File: config.mk
export PLATFORM = sky130hd
export DESIGN_NAME = ntp_reply_clock_filter_flat
export DESIGN_NICKNAME = d
export VERILOG_FILES = /design/src/ncf_pkg.sv /design/src/ncf_stream_if.sv /design/src/ntp_reply_clock_filter.sv /design/src/ncf_ram.sv /design/src/flat_wrapper.sv
export SDC_FILE = /design/constraint.sdc
export NUM_CORES = 2
export LEC_CHECK = 0
export BUFFER_PORTS_ARGS = -buffer_cell sky130_fd_sc_hd__buf_2
export CORE_ASPECT_RATIO = 0.8
export CORE_MARGIN = 2
export CORE_UTILIZATION = 61
export CTS_BUF_LIST = sky130_fd_sc_hd__clkbuf_16
export DETAILED_ROUTE_END_ITERATION = 6
export PLACE_DENSITY = 0.8
export SLEW_MARGIN = 25
export SYNTH_ARGS = -nofsm -noshare
export SYNTH_HDL_FRONTEND = slang
export SYNTH_SLANG_ARGS = --single-unit
File: constraint.sdc
create_clock -name i_clk -period 22.2 [get_ports i_clk]
set_input_delay 2.22 -clock i_clk [delete_from_list [all_inputs] [get_ports i_clk]]
set_output_delay 2.22 -clock i_clk [all_outputs]
set_load 0.02 [all_outputs]
File: src/ncf_pkg.sv
// Types, constants and helpers shared by the NTP reply clock filter.
`timescale 1ns / 1ps
package ncf_pkg;

    localparam int FILTER_DEPTH_DEF = 8;

    localparam logic [7:0] STRATUM_MAX = 8'd15;
    localparam logic [3:0] TRUST_BAD   = 4'd6;
    localparam logic [3:0] TRUST_MAX   = 4'd10;
    localparam logic [3:0] TRUST_RESET = 4'd2;
    localparam logic [1:0] LEAP_ALARM  = 2'd3;

    typedef enum logic [2:0] {
        V_ACCEPT  = 3'd0,
        V_BADLEN  = 3'd1,
        V_COOKIE  = 3'd2,
        V_UNSYNC  = 3'd3,
        V_NEGDLY  = 3'd4,
        V_TIMEOUT = 3'd5
    } t_verdict;

    typedef enum logic [2:0] {
        ST_IDLE,
        ST_DIFF,
        ST_SUM,
        ST_CHECK,
        ST_SCAN,
        ST_PRUNE,
        ST_EMIT
    } t_state;

    typedef struct packed {
        logic        kind;
        logic [63:0] sent_time;
        logic [63:0] server_rx_time;
        logic [63:0] server_tx_time;
        logic [63:0] arrival_time;
        logic [63:0] echoed_origin;
        logic [63:0] query_cookie;
        logic [1:0]  leap_bits;
        logic [7:0]  stratum;
        logic        length_ok;
    } t_in_item;

    typedef struct packed {
        t_verdict           verdict;
        logic signed [63:0] sample_offset;
        logic signed [63:0] sample_delay;
        logic [3:0]         trust_level;
        logic               update_valid;
        logic signed [63:0] best_offset;
        logic signed [63:0] best_delay;
        logic [3:0]         best_stratum;
        logic [1:0]         best_leap;
    } t_out_item;

    // One ring entry as it sits in the filter memory.
    typedef struct packed {
        logic [63:0] offset;
        logic [63:0] delay;
        logic [3:0]  stratum;
        logic [1:0]  leap;
    } t_entry;

    localparam int ENTRY_W = $bits(t_entry);

    // Clamp a 66-bit two's complement value to the signed 64-bit range.
    function automatic logic [63:0] sat66(logic [65:0] x);
        logic [63:0] r;
        if (x[65:63] == 3'b000 || x[65:63] == 3'b111) begin
            r = x[63:0];
        end else if (x[65]) begin
            r = 64'h8000_0000_0000_0000;
        end else begin
            r = 64'h7FFF_FFFF_FFFF_FFFF;
        end
        return r;
    endfunction

endpackage

File: src/ncf_stream_if.sv
// Valid/ready channel interfaces for the filter's input and result items.
`timescale 1ns / 1ps
interface ncf_in_if;
    import ncf_pkg::*;
    logic     valid;
    logic     ready;
    t_in_item data;
    modport source (output valid, output data, input ready);
    modport sink   (input valid, input data, output ready);
endinterface

interface ncf_out_if;
    import ncf_pkg::*;
    logic      valid;
    logic      ready;
    t_out_item data;
    modport source (output valid, output data, input ready);
    modport sink   (input valid, input data, output ready);
endinterface

File: src/ntp_reply_clock_filter.sv
// NTP reply clock filter: sample checks, offset/delay, ring memory and min-delay pick.
// From accept, timeouts and failed packet checks go straight to the emit state; accepted
// replies pass the diff, sum and check states, then emit on a negative delay or a ring left
// short; a full ring adds the min-delay scan, one entry read a cycle, and then the prune.
// One item in flight: input ready returns together with result valid, even while that
// result still waits at the output. Reset clears state, valid bits, write slot
// and output valid and sets trust to 2; the ring memory is not cleared.
`timescale 1ns / 1ps
module ntp_reply_clock_filter #(
    parameter int FILTER_DEPTH = ncf_pkg::FILTER_DEPTH_DEF
) (
    input  logic  i_clk,
    input  logic  i_rst_n,
    ncf_in_if.sink    i_in,
    ncf_out_if.source o_out
);
    import ncf_pkg::*;

    localparam int AW = (FILTER_DEPTH > 1) ? $clog2(FILTER_DEPTH) : 1;
    localparam int CW = $clog2(FILTER_DEPTH + 1);
    localparam logic [AW:0]   DEPTH_A   = (AW+1)'(FILTER_DEPTH);
    localparam logic [CW-1:0] DEPTH_C   = CW'(FILTER_DEPTH);
    localparam logic [AW-1:0] LAST_SLOT = AW'(FILTER_DEPTH - 1);

    t_state r_state, n_state;

    logic [FILTER_DEPTH-1:0] r_valid, n_valid;
    logic [AW-1:0]           r_ws, n_ws;
    logic [3:0]              r_trust, n_trust;
    logic                    r_out_valid, n_out_valid;
    t_out_item               r_out, n_out;
    logic                    r_rd_pend, n_rd_pend;
    logic [CW-1:0]           r_scan, n_scan;
    logic [AW-1:0]           r_rd_idx, n_rd_idx;
    logic                    r_have, n_have;
    logic [AW-1:0]           r_best_idx, n_best_idx;
    t_entry                  r_best, n_best;
    logic                    r_upd, n_upd;
    t_verdict                r_verdict, n_verdict;
    logic [63:0]             r_t1, n_t1, r_t2, n_t2, r_t3, n_t3, r_t4, n_t4;
    logic [1:0]              r_leap, n_leap;
    logic [3:0]              r_strat, n_strat;
    logic signed [64:0]      r_d21, n_d21, r_d34, n_d34, r_d41, n_d41, r_d32, n_d32;
    logic signed [65:0]      r_sum, n_sum, r_dly, n_dly;
    logic [63:0]             r_off_s, n_off_s, r_dly_s, n_dly_s;

    logic                    ram_we, ram_re;
    logic [AW-1:0]           ram_raddr;
    t_entry                  ram_wdata, ram_rdata;
    logic [FILTER_DEPTH-1:0] slot_bit, filled;
    logic [AW-1:0]           ws_next, best_age;

    function automatic logic [AW-1:0] age_of(logic [AW-1:0] slot, logic [AW-1:0] idx);
        logic [AW:0] s;
        s = {1'b0, slot} + DEPTH_A - {1'b0, idx};
        if (s >= DEPTH_A) begin
            s = s - DEPTH_A;
        end
        return s[AW-1:0];
    endfunction

    ncf_ram #(
        .WIDTH (ENTRY_W),
        .DEPTH (FILTER_DEPTH)
    ) u_ring (
        .i_clk   (i_clk),
        .i_we    (ram_we),
        .i_waddr (r_ws),
        .i_wdata (ram_wdata),
        .i_re    (ram_re),
        .i_raddr (ram_raddr),
        .o_rdata (ram_rdata)
    );

    assign slot_bit = FILTER_DEPTH'(1) << r_ws;
    assign filled   = r_valid | slot_bit;
    assign ws_next  = (r_ws == LAST_SLOT) ? '0 : r_ws + 1'b1;
    assign best_age = age_of(r_ws, r_best_idx);

    assign i_in.ready  = (r_state == ST_IDLE);
    assign o_out.valid = r_out_valid;
    assign o_out.data  = r_out;

    always_ff @(posedge i_clk) begin
        if (!i_rst_n) begin
            r_state <= ST_IDLE;
        end else begin
            r_state <= n_state;
        end
    end

    always_ff @(posedge i_clk) begin
        if (!i_rst_n) begin
            r_valid     <= '0;
            r_ws        <= '0;
            r_trust     <= TRUST_RESET;
            r_out_valid <= 1'b0;
            r_rd_pend   <= 1'b0;
        end else begin
            r_valid     <= n_valid;
            r_ws        <= n_ws;
            r_trust     <= n_trust;
            r_out_valid <= n_out_valid;
            r_rd_pend   <= n_rd_pend;
        end
    end

    always_ff @(posedge i_clk) begin
        r_out      <= n_out;
        r_scan     <= n_scan;
        r_rd_idx   <= n_rd_idx;
        r_have     <= n_have;
        r_best_idx <= n_best_idx;
        r_best     <= n_best;
        r_upd      <= n_upd;
        r_verdict  <= n_verdict;
        r_t1       <= n_t1;
        r_t2       <= n_t2;
        r_t3       <= n_t3;
        r_t4       <= n_t4;
        r_leap     <= n_leap;
        r_strat    <= n_strat;
        r_d21      <= n_d21;
        r_d34      <= n_d34;
        r_d41      <= n_d41;
        r_d32      <= n_d32;
        r_sum      <= n_sum;
        r_dly      <= n_dly;
        r_off_s    <= n_off_s;
        r_dly_s    <= n_dly_s;
    end

    always_comb begin
        n_state     = r_state;
        n_valid     = r_valid;
        n_ws        = r_ws;
        n_trust     = r_trust;
        n_out_valid = r_out_valid;
        n_out       = r_out;
        n_rd_pend   = r_rd_pend;
        n_scan      = r_scan;
        n_rd_idx    = r_rd_idx;
        n_have      = r_have;
        n_best_idx  = r_best_idx;
        n_best      = r_best;
        n_upd       = r_upd;
        n_verdict   = r_verdict;
        n_t1        = r_t1;
        n_t2        = r_t2;
        n_t3        = r_t3;
        n_t4        = r_t4;
        n_leap      = r_leap;
        n_strat     = r_strat;
        n_d21       = r_d21;
        n_d34       = r_d34;
        n_d41       = r_d41;
        n_d32       = r_d32;
        n_sum       = r_sum;
        n_dly       = r_dly;
        n_off_s     = r_off_s;
        n_dly_s     = r_dly_s;
        ram_we      = 1'b0;
        ram_re      = 1'b0;
        ram_raddr   = r_scan[AW-1:0];
        ram_wdata   = '{offset: r_off_s, delay: r_dly_s, stratum: r_strat, leap: r_leap};

        if (r_out_valid && o_out.ready) begin
            n_out_valid = 1'b0;
        end

        unique case (r_state)
            ST_IDLE: begin
                if (i_in.valid) begin
                    n_t1    = i_in.data.sent_time;
                    n_t2    = i_in.data.server_rx_time;
                    n_t3    = i_in.data.server_tx_time;
                    n_t4    = i_in.data.arrival_time;
                    n_leap  = i_in.data.leap_bits;
                    n_strat = i_in.data.stratum[3:0];
                    n_off_s = '0;
                    n_dly_s = '0;
                    n_upd   = 1'b0;
                    n_state = ST_EMIT;
                    priority if (i_in.data.kind) begin
                        n_verdict = V_TIMEOUT;
                        if (r_trust >= TRUST_BAD) begin
                            n_trust = r_trust >> 1;
                        end
                    end else if (!i_in.data.length_ok) begin
                        n_verdict = V_BADLEN;
                    end else if (i_in.data.echoed_origin != i_in.data.query_cookie) begin
                        n_verdict = V_COOKIE;
                    end else if (i_in.data.leap_bits == LEAP_ALARM ||
                                 i_in.data.stratum == 8'd0 ||
                                 i_in.data.stratum > STRATUM_MAX) begin
                        n_verdict = V_UNSYNC;
                    end else begin
                        n_verdict = V_ACCEPT;
                        n_state   = ST_DIFF;
                    end
                end
            end
            ST_DIFF: begin
                n_d21   = $signed({1'b0, r_t2}) - $signed({1'b0, r_t1});
                n_d34   = $signed({1'b0, r_t3}) - $signed({1'b0, r_t4});
                n_d41   = $signed({1'b0, r_t4}) - $signed({1'b0, r_t1});
                n_d32   = $signed({1'b0, r_t3}) - $signed({1'b0, r_t2});
                n_state = ST_SUM;
            end
            ST_SUM: begin
                n_sum   = {r_d21[64], r_d21} + {r_d34[64], r_d34};
                n_dly   = {r_d41[64], r_d41} - {r_d32[64], r_d32};
                n_state = ST_CHECK;
            end
            ST_CHECK: begin
                // arithmetic shift gives the floor of the half
                n_off_s = sat66({r_sum[65], r_sum[65:1]});
                n_dly_s = sat66(r_dly);
                if (r_dly[65]) begin
                    n_verdict = V_NEGDLY;
                    n_state   = ST_EMIT;
                end else begin
                    ram_we    = 1'b1;
                    ram_wdata = '{offset: n_off_s, delay: n_dly_s,
                                  stratum: r_strat, leap: r_leap};
                    n_valid   = filled;
                    if (r_trust < TRUST_MAX) begin
                        n_trust = r_trust + 4'd1;
                    end
                    if (&filled) begin
                        n_scan    = '0;
                        n_have    = 1'b0;
                        n_rd_pend = 1'b0;
                        n_state   = ST_SCAN;
                    end else begin
                        n_ws    = ws_next;
                        n_state = ST_EMIT;
                    end
                end
            end
            ST_SCAN: begin
                if (r_scan < DEPTH_C) begin
                    ram_re = 1'b1;
                    n_scan = r_scan + 1'b1;
                end
                n_rd_pend = (r_scan < DEPTH_C);
                n_rd_idx  = r_scan[AW-1:0];
                // strict less-than keeps the lowest index on a tie
                if (r_rd_pend && (!r_have ||
                        $signed(ram_rdata.delay) < $signed(r_best.delay))) begin
                    n_best     = ram_rdata;
                    n_best_idx = r_rd_idx;
                    n_have     = 1'b1;
                end
                if (r_scan == DEPTH_C) begin
                    n_state = ST_PRUNE;
                end
            end
            ST_PRUNE: begin
                // drop the pick and everything older than it
                for (int i = 0; i < FILTER_DEPTH; i++) begin
                    if (age_of(r_ws, AW'(i)) >= best_age) begin
                        n_valid[i] = 1'b0;
                    end
                end
                n_upd   = 1'b1;
                n_ws    = ws_next;
                n_state = ST_EMIT;
            end
            ST_EMIT: begin
                if (!r_out_valid || o_out.ready) begin
                    n_out_valid         = 1'b1;
                    n_out.verdict       = r_verdict;
                    n_out.sample_offset = $signed(r_off_s);
                    n_out.sample_delay  = $signed(r_dly_s);
                    n_out.trust_level   = r_trust;
                    n_out.update_valid  = r_upd;
                    n_out.best_offset   = r_upd ? $signed(r_best.offset) : '0;
                    n_out.best_delay    = r_upd ? $signed(r_best.delay) : '0;
                    n_out.best_stratum  = r_upd ? r_best.stratum : 4'd0;
                    n_out.best_leap     = r_upd ? r_best.leap : 2'd0;
                    n_state             = ST_IDLE;
                end
            end
            default: begin
                n_state = ST_IDLE;
            end
        endcase
    end

    // a full ring is always pruned before the next item
    a_ring_not_full_idle: assert property (@(posedge i_clk) disable iff (!i_rst_n)
        (r_state == ST_IDLE) |-> !(&r_valid))
        else $error("ring full while idle");

    a_scan_full: assert property (@(posedge i_clk) disable iff (!i_rst_n)
        (r_state == ST_SCAN) |-> (&r_valid))
        else $error("scan started on a partly filled ring");

    a_trust_cap: assert property (@(posedge i_clk) disable iff (!i_rst_n)
        r_trust <= TRUST_MAX)
        else $error("trust above its ceiling");

    a_update_on_accept: assert property (@(posedge i_clk) disable iff (!i_rst_n)
        (r_out_valid && r_out.update_valid) |-> (r_out.verdict == V_ACCEPT))
        else $error("filter update on a rejected item");

endmodule

File: src/ncf_ram.sv
// Generic single-write, single-read RAM with registered read data.
`timescale 1ns / 1ps
module ncf_ram #(
    parameter int WIDTH = ncf_pkg::ENTRY_W,
    parameter int DEPTH = ncf_pkg::FILTER_DEPTH_DEF
) (
    input  logic                     i_clk,
    input  logic                     i_we,
    input  logic [$clog2(DEPTH)-1:0] i_waddr,
    input  logic [WIDTH-1:0]         i_wdata,
    input  logic                     i_re,
    input  logic [$clog2(DEPTH)-1:0] i_raddr,
    output logic [WIDTH-1:0]         o_rdata
);
    logic [WIDTH-1:0] r_mem [DEPTH];
    logic [WIDTH-1:0] r_rdata;

    always_ff @(posedge i_clk) begin
        if (i_we) begin
            r_mem[i_waddr] <= i_wdata;
        end
        if (i_re) begin
            r_rdata <= r_mem[i_raddr];
        end
    end

    assign o_rdata = r_rdata;
endmodule

File: src/flat_wrapper.sv
// flat-port wrapper written by rule: the top's interface ports become plain ports
module ntp_reply_clock_filter_flat import ncf_pkg::*;
#(
    parameter int FILTER_DEPTH = ncf_pkg::FILTER_DEPTH_DEF
)
  (i_clk, i_rst_n, i_in_valid, i_in_data, i_in_ready, o_out_valid, o_out_data, o_out_ready);
  ncf_in_if i_in_i ();
  ncf_out_if o_out_i ();
  input  logic i_clk;
  input  logic i_rst_n;
  input wire logic [$bits(i_in_i.valid)-1:0] i_in_valid;
  input wire logic [$bits(i_in_i.data)-1:0] i_in_data;
  output wire logic [$bits(i_in_i.ready)-1:0] i_in_ready;
  output wire logic [$bits(o_out_i.valid)-1:0] o_out_valid;
  output wire logic [$bits(o_out_i.data)-1:0] o_out_data;
  input wire logic [$bits(o_out_i.ready)-1:0] o_out_ready;
  assign i_in_i.valid = i_in_valid;
  assign i_in_i.data = i_in_data;
  assign i_in_ready = i_in_i.ready;
  assign o_out_valid = o_out_i.valid;
  assign o_out_data = o_out_i.data;
  assign o_out_i.ready = o_out_ready;
  ntp_reply_clock_filter #(.FILTER_DEPTH(FILTER_DEPTH)) u_core (.i_clk(i_clk), .i_rst_n(i_rst_n), .i_in(i_in_i), .o_out(o_out_i));
endmodule
* Yosys cells after proc, flatten, opt, wreduce, memory -nomap -nowiden
Memory sizes are Yosys's and may differ from the RTL's. A register that Yosys moved wholly into a read port is not among the register bits. Cells that the tools add are included.
Word-level totals: memories kept 1, bits of input ports 400, output and inout port bits 272, memory bits (writable) 1072, memory bits (read-only) 0, bits in latches 0, register bits 1221
Memories:
- u_core.u_ring.r_mem | words 8, width 134, rd ports 1, clocked after memory_dff 1, wr ports 1, line ncf_ram.sv:15 | logic [WIDTH-1:0] r_mem [DEPTH];
Cells by class: reductions and logical operators 39, div/mod/pow operators 0, $lt $le $gt $ge 22, shifts and indexed selects 1, multipliers 0, muxes and demuxes 83, equal/unequal tests 32, add/subtract/negate cells 27, bitwise logic cells 1
Operators by type and width (number):
- 64-bit two-way mux | 5
- 134-bit two-way mux | 2
- 64-bit by 64-bit subtractor with 65-bit output | 4
- 64-bit case mux with 2 select lines | 2
- 3-bit two-way mux | 33
- 65-bit by 65-bit adder with 66-bit output | 1
- 65-bit by 65-bit subtractor with 66-bit output | 1
- 64-bit < comparator | 1
- 64-bit inequality test | 1
- 4-bit greater-or-equal comparator, second input constant | 9
- 3-bit AND reduction | 12
- 4-bit two-way mux | 8
- 2-bit by 1-bit inequality test with 1-bit output, second input constant | 16
- 3-bit by 1-bit subtractor with 3-bit output, second input constant | 9
- 3-bit greater-or-equal comparator | 8
- 1-bit two-way mux | 21
- 3-bit case mux with 7 select lines | 1
- 3-bit == test, second input constant | 6
- 4-bit case mux with 2 select lines | 2
- 8-bit case mux with 2 select lines | 1
- 4-bit by 3-bit subtractor with 4-bit output, second input constant | 4
- 3-bit case mux with 2 select lines | 2
- 2-bit AND reduction | 5
- 3-bit logical NOT | 3
- 27 further kinds | 48

* Logic depth before layout (Yosys ltp)
word-level depth 9, gate-level depth with buffers 15

* By module
From an unflattened synthesis, not the netlist that was laid out.
Second synthesis, totals: cells, all modules 7425, area total of the unflattened synthesis 109729.0 um^2
By module, submodules not included:
- ntp_reply_clock_filter | area each 65157.5 um^2, cells an instance 5729, times used 1
- ncf_ram | area each 44571.5 um^2, cells an instance 1696, times used 1

* Worst setup path before layout
OpenSTA, ideal clock, no wires.
path kind flip-flop to flip-flop, start point reg u_core.r_state[0], end point reg u_core.r_d21[0] (enable), buffers on the path 0, setup slack 2.940 ns, data arrival time 18.060 ns, stages on the path, launching flop included 3, data required time 20.999 ns, cell sequence dfxtp_1 > inv_1 > nor3_1
On the way: longest elaborated chain between the ends 1
Ends and longest elaborated chain:
- start: declaration | line ntp_reply_clock_filter.sv:25 | t_state r_state, n_state;
- start signal: assignment | line ntp_reply_clock_filter.sv:88 | r_state <= n_state;
- 3-bit by 1-bit == test with 1-bit output | line ntp_reply_clock_filter.sv:171 | unique case (r_state)
- end signal: assignment | line ntp_reply_clock_filter.sv:123 | r_d21 <= n_d21;
- end: declaration | line ntp_reply_clock_filter.sv:43 | logic signed [64:0] r_d21, n_d21, r_d34, n_d34, r_d41, n_d41, r_d32, n_d32;
Every way passes these cells. A chain may end at the register's enable or synchronous reset.

* Worst setup path in the final report
start point reg u_core.u_ring.r_rdata[51] (netlist: u_core.u_ring.o_rdata[51]), read port of u_core.u_ring.r_mem, end point reg u_core.r_best[59] in the netlist's numbering (enable)
On the way: longest elaborated chain between the ends 4
Ends and longest elaborated chain:
- start: declaration | line ncf_ram.sv:16 | logic [WIDTH-1:0] r_rdata;
- 64-bit < comparator | line ntp_reply_clock_filter.sv:250 | $signed(ram_rdata.delay) < $signed(r_best.delay))) begin
- 1-bit logical OR | line ntp_reply_clock_filter.sv:249 | if (r_rd_pend && (!r_have ||
- 1-bit logical AND | line ntp_reply_clock_filter.sv:249
- 2-bit AND reduction (no line)
- end signal: assignment | line ntp_reply_clock_filter.sv:114 | r_best <= n_best;
- end: declaration | line ntp_reply_clock_filter.sv:37 | t_entry r_best, n_best;
Every way passes these cells.

==> qor.txt <==
GRT overflow: 0
normalized max-slew margin: 14.5%
sequential fraction of the synthesis area: 66.3%
Post-synth EDFFs: 2406
Util after Layout: 68.7%
Vias: 67500
H-tree depth: 4
Worst setup SP type: flop
Pwr Total: 10.7 mW
first-pass GRT wire length: 414000 um
Synth Register Bits: 2426
number of global-route vias before repair: 65200
final-report setup violation count: 0
Slew @ Worst Pin: 1.27 ns
DP Worst Slack: 15.94 ns
min-delay src: u_core.u_ring.o_rdata[71]$_DFFE_PP_
crit path launch: u_core.u_ring.o_rdata[51]$_DFFE_PP_
CP Data Required Time: 22.68 ns
1st-pass router iterations: 5
antenna viol nets, final: 0
Skew-Pair Late Insertion Delay: 0.91 ns
die width: 478 um
TritonCTS clock tree: yes
Vias/cell: 6.27
DR DRC count: 0
Netlist cell types: 90
Total Die Area: 183000 sq um
most common cell after layout, fill and taps aside: edfxtp_1
Detail Placement HPWL: 192000 um
quantity of hold-fixing buffers added after cts: 0
flop2flop setup slack: 16.72 ns
Power Density: 87.3 nW/um^2
ys flop type: edfxtp_1
Crit Path Category: flop to flop
Post-Synthesis Cell Area: 110000 sq um
Placer Congestion: 0.982
Sink Count: 2426
root buf cell: clkbuf_16
MaxCap Viol Count: 0
Final Hold Vio Count: 0
# Post-CTS Setup Buffers: 0
Setup Skew: 0.0888 ns
Clock Tree Buf Depth: 3
Area growth, synth to finish: 12.2%
crit path DAT: 5.97 ns
Starting Density: 61.3%
Post-Route WL: 283000 um
post_cts resized: 0
Slew Viols, Final: 0
Post-Synthesis Cells: 7498
Fmax: 182 MHz
outcome: complete, no violations
gr usage total: 30.5%
# IOs: 672
Syn Area/Cell: 14.6 sq um
Die H: 383 um
NumNets Final: 9052
commonest cells after routing, fill and taps aside: edfxtp_1 (2406), buf_2 (671), a21oi_1 (567)
1st-iter DRT viols: 7883
Min-Delay Path Class: flop to flop
crit path time final: 5.48 ns
initial antenna violation count: 16
Post-synth ARST share: 0%
pin count of the biggest net entering global routing: 180
placed cells: 10300
Lkg Pwr: 45.8 nW
Port Buffers: 671
TritonCTS buffer count: 218
share of layout cells above drive strength 1: 18.3%
unrepaired setup endpoints after global routing: false
Non-Filler Instances: 10800
synthesis warning total: 0
FP Rows: 139
core area: 179000 sq um
clk slew on worst S/H paths: 0.07 ns
mean routed wirelength per cell: 26.3 um
CP Max Fanout: 71
Worst Setup End Kind: flop
syn nets: 8384
FF-to-FF Start: u_core.u_ring.o_rdata[51]$_DFFE_PP_
period utilisation layout: 24.7%
peak supply drop: 0.0841 mV
setup ws final: 16.72 ns
setup TNS: 0 ns
[flip-flops by register name (all words and copies together), names as in the netlist, 66 cells and up]
signal,cells
u_core.r_dly,66
u_core.r_best,134
u_core.u_ring.o_rdata,134
u_core.u_ring.r_mem,1072
u_core.o_out.data,270
[power breakdown]
group / internal [mW] / switching (mW)
clock: 2.11 / 1.73
sequential: 5.30 / 0.111
combinational: 0.519 / 0.961
total: 7.94 / 2.80
[worst max-delay path, cell delays in order (launching register included)]
cell,delay [ns]
edfxtp_1,0.39
ha_1,0.34
a21o_1,0.17
a21o_1,0.17
a21oi_1,0.15
o21ai_0,0.15
a2111oi_0,0.83
nand3_1,0.17
a311oi_1,0.34
o21ai_0,0.26
xor2_1,0.32
o21ai_0,0.22
nor2_4,0.13
buf_4,0.53
buf_4,0.84
[cells by family after synthesis]
family,after synthesis,share of synthesized area [%]
flip-flops,2426,66.3
multiplexers,406,6.92
buffers and inverters,713,2.49
adder cells (fa/ha/maj),486,5.59
AND/OR/NAND/NOR,1412,6.12
AO/OA/AOI/OAI,1625,9.18
XOR/XNOR,430,3.44
[worst paths after layout]
path,endpoint,depth (start not counted)
max,u_core.r_best[59]$_DFFE_PP_,14
min reg2reg,u_core.r_best[71]$_DFFE_PP_,0
min,u_core.r_best[71]$_DFFE_PP_,0
max reg2reg,u_core.r_best[59]$_DFFE_PP_,14
[layout make-up]
| cell class | instances | area [sq um] |
|---|---|---|
| antenna | 7 | 17.5 |
| multi-input combinational | 4359 | 34400 |
| sequential | 2426 | 72600 |
| inverter | 429 | 1620 |
| clock inverter | 190 | 1900 |
| clock buffer | 218 | 5460 |
| tap | 2397 | 3000 |
| fill | 11700 | 56000 |
| timing repair buffer | 732 | 3910 |
[cells in the mapped netlist (42+ instances only)]
cell type,count,share of area (%)
xnor2_1,226,1.8
nand2b_1,55,0.31
xor2_1,204,1.6
a31oi_1,54,0.31
nand2_1,479,1.6
ha_1,479,5.5
a21o_1,243,1.7
nand4_1,83,0.47
o21ai_0,371,1.7
nor2_1,334,1.1
and2_1,162,0.92
a21oi_1,567,2.6
nand3_1,75,0.34
clkbuf_1,235,0.80
edfxtp_1,2406,66
nor2b_1,60,0.34
o21bai_1,54,0.37
mux2_2,134,1.4
inv_1,429,1.5
o21a_1,46,0.31
mux4_2,268,5.5
nor3_1,42,0.19
[per-stage QoR]
step                hold slack [ns]  cell area, sq um
floorplan                     0.400            110000
global placement              0.402            116000
detailed placement            0.405            116000
CTS                           0.384            123000
global route                  0.399            123000
finish                        0.385            123000
[layer usage]
layer	track usage [%]	wire [um]
met1	45.4	117000
met2	45.6	126000
met3	5.75	28800
met4	10.4	10400
met5	0	13
Power figures use the tool's default switching activity.
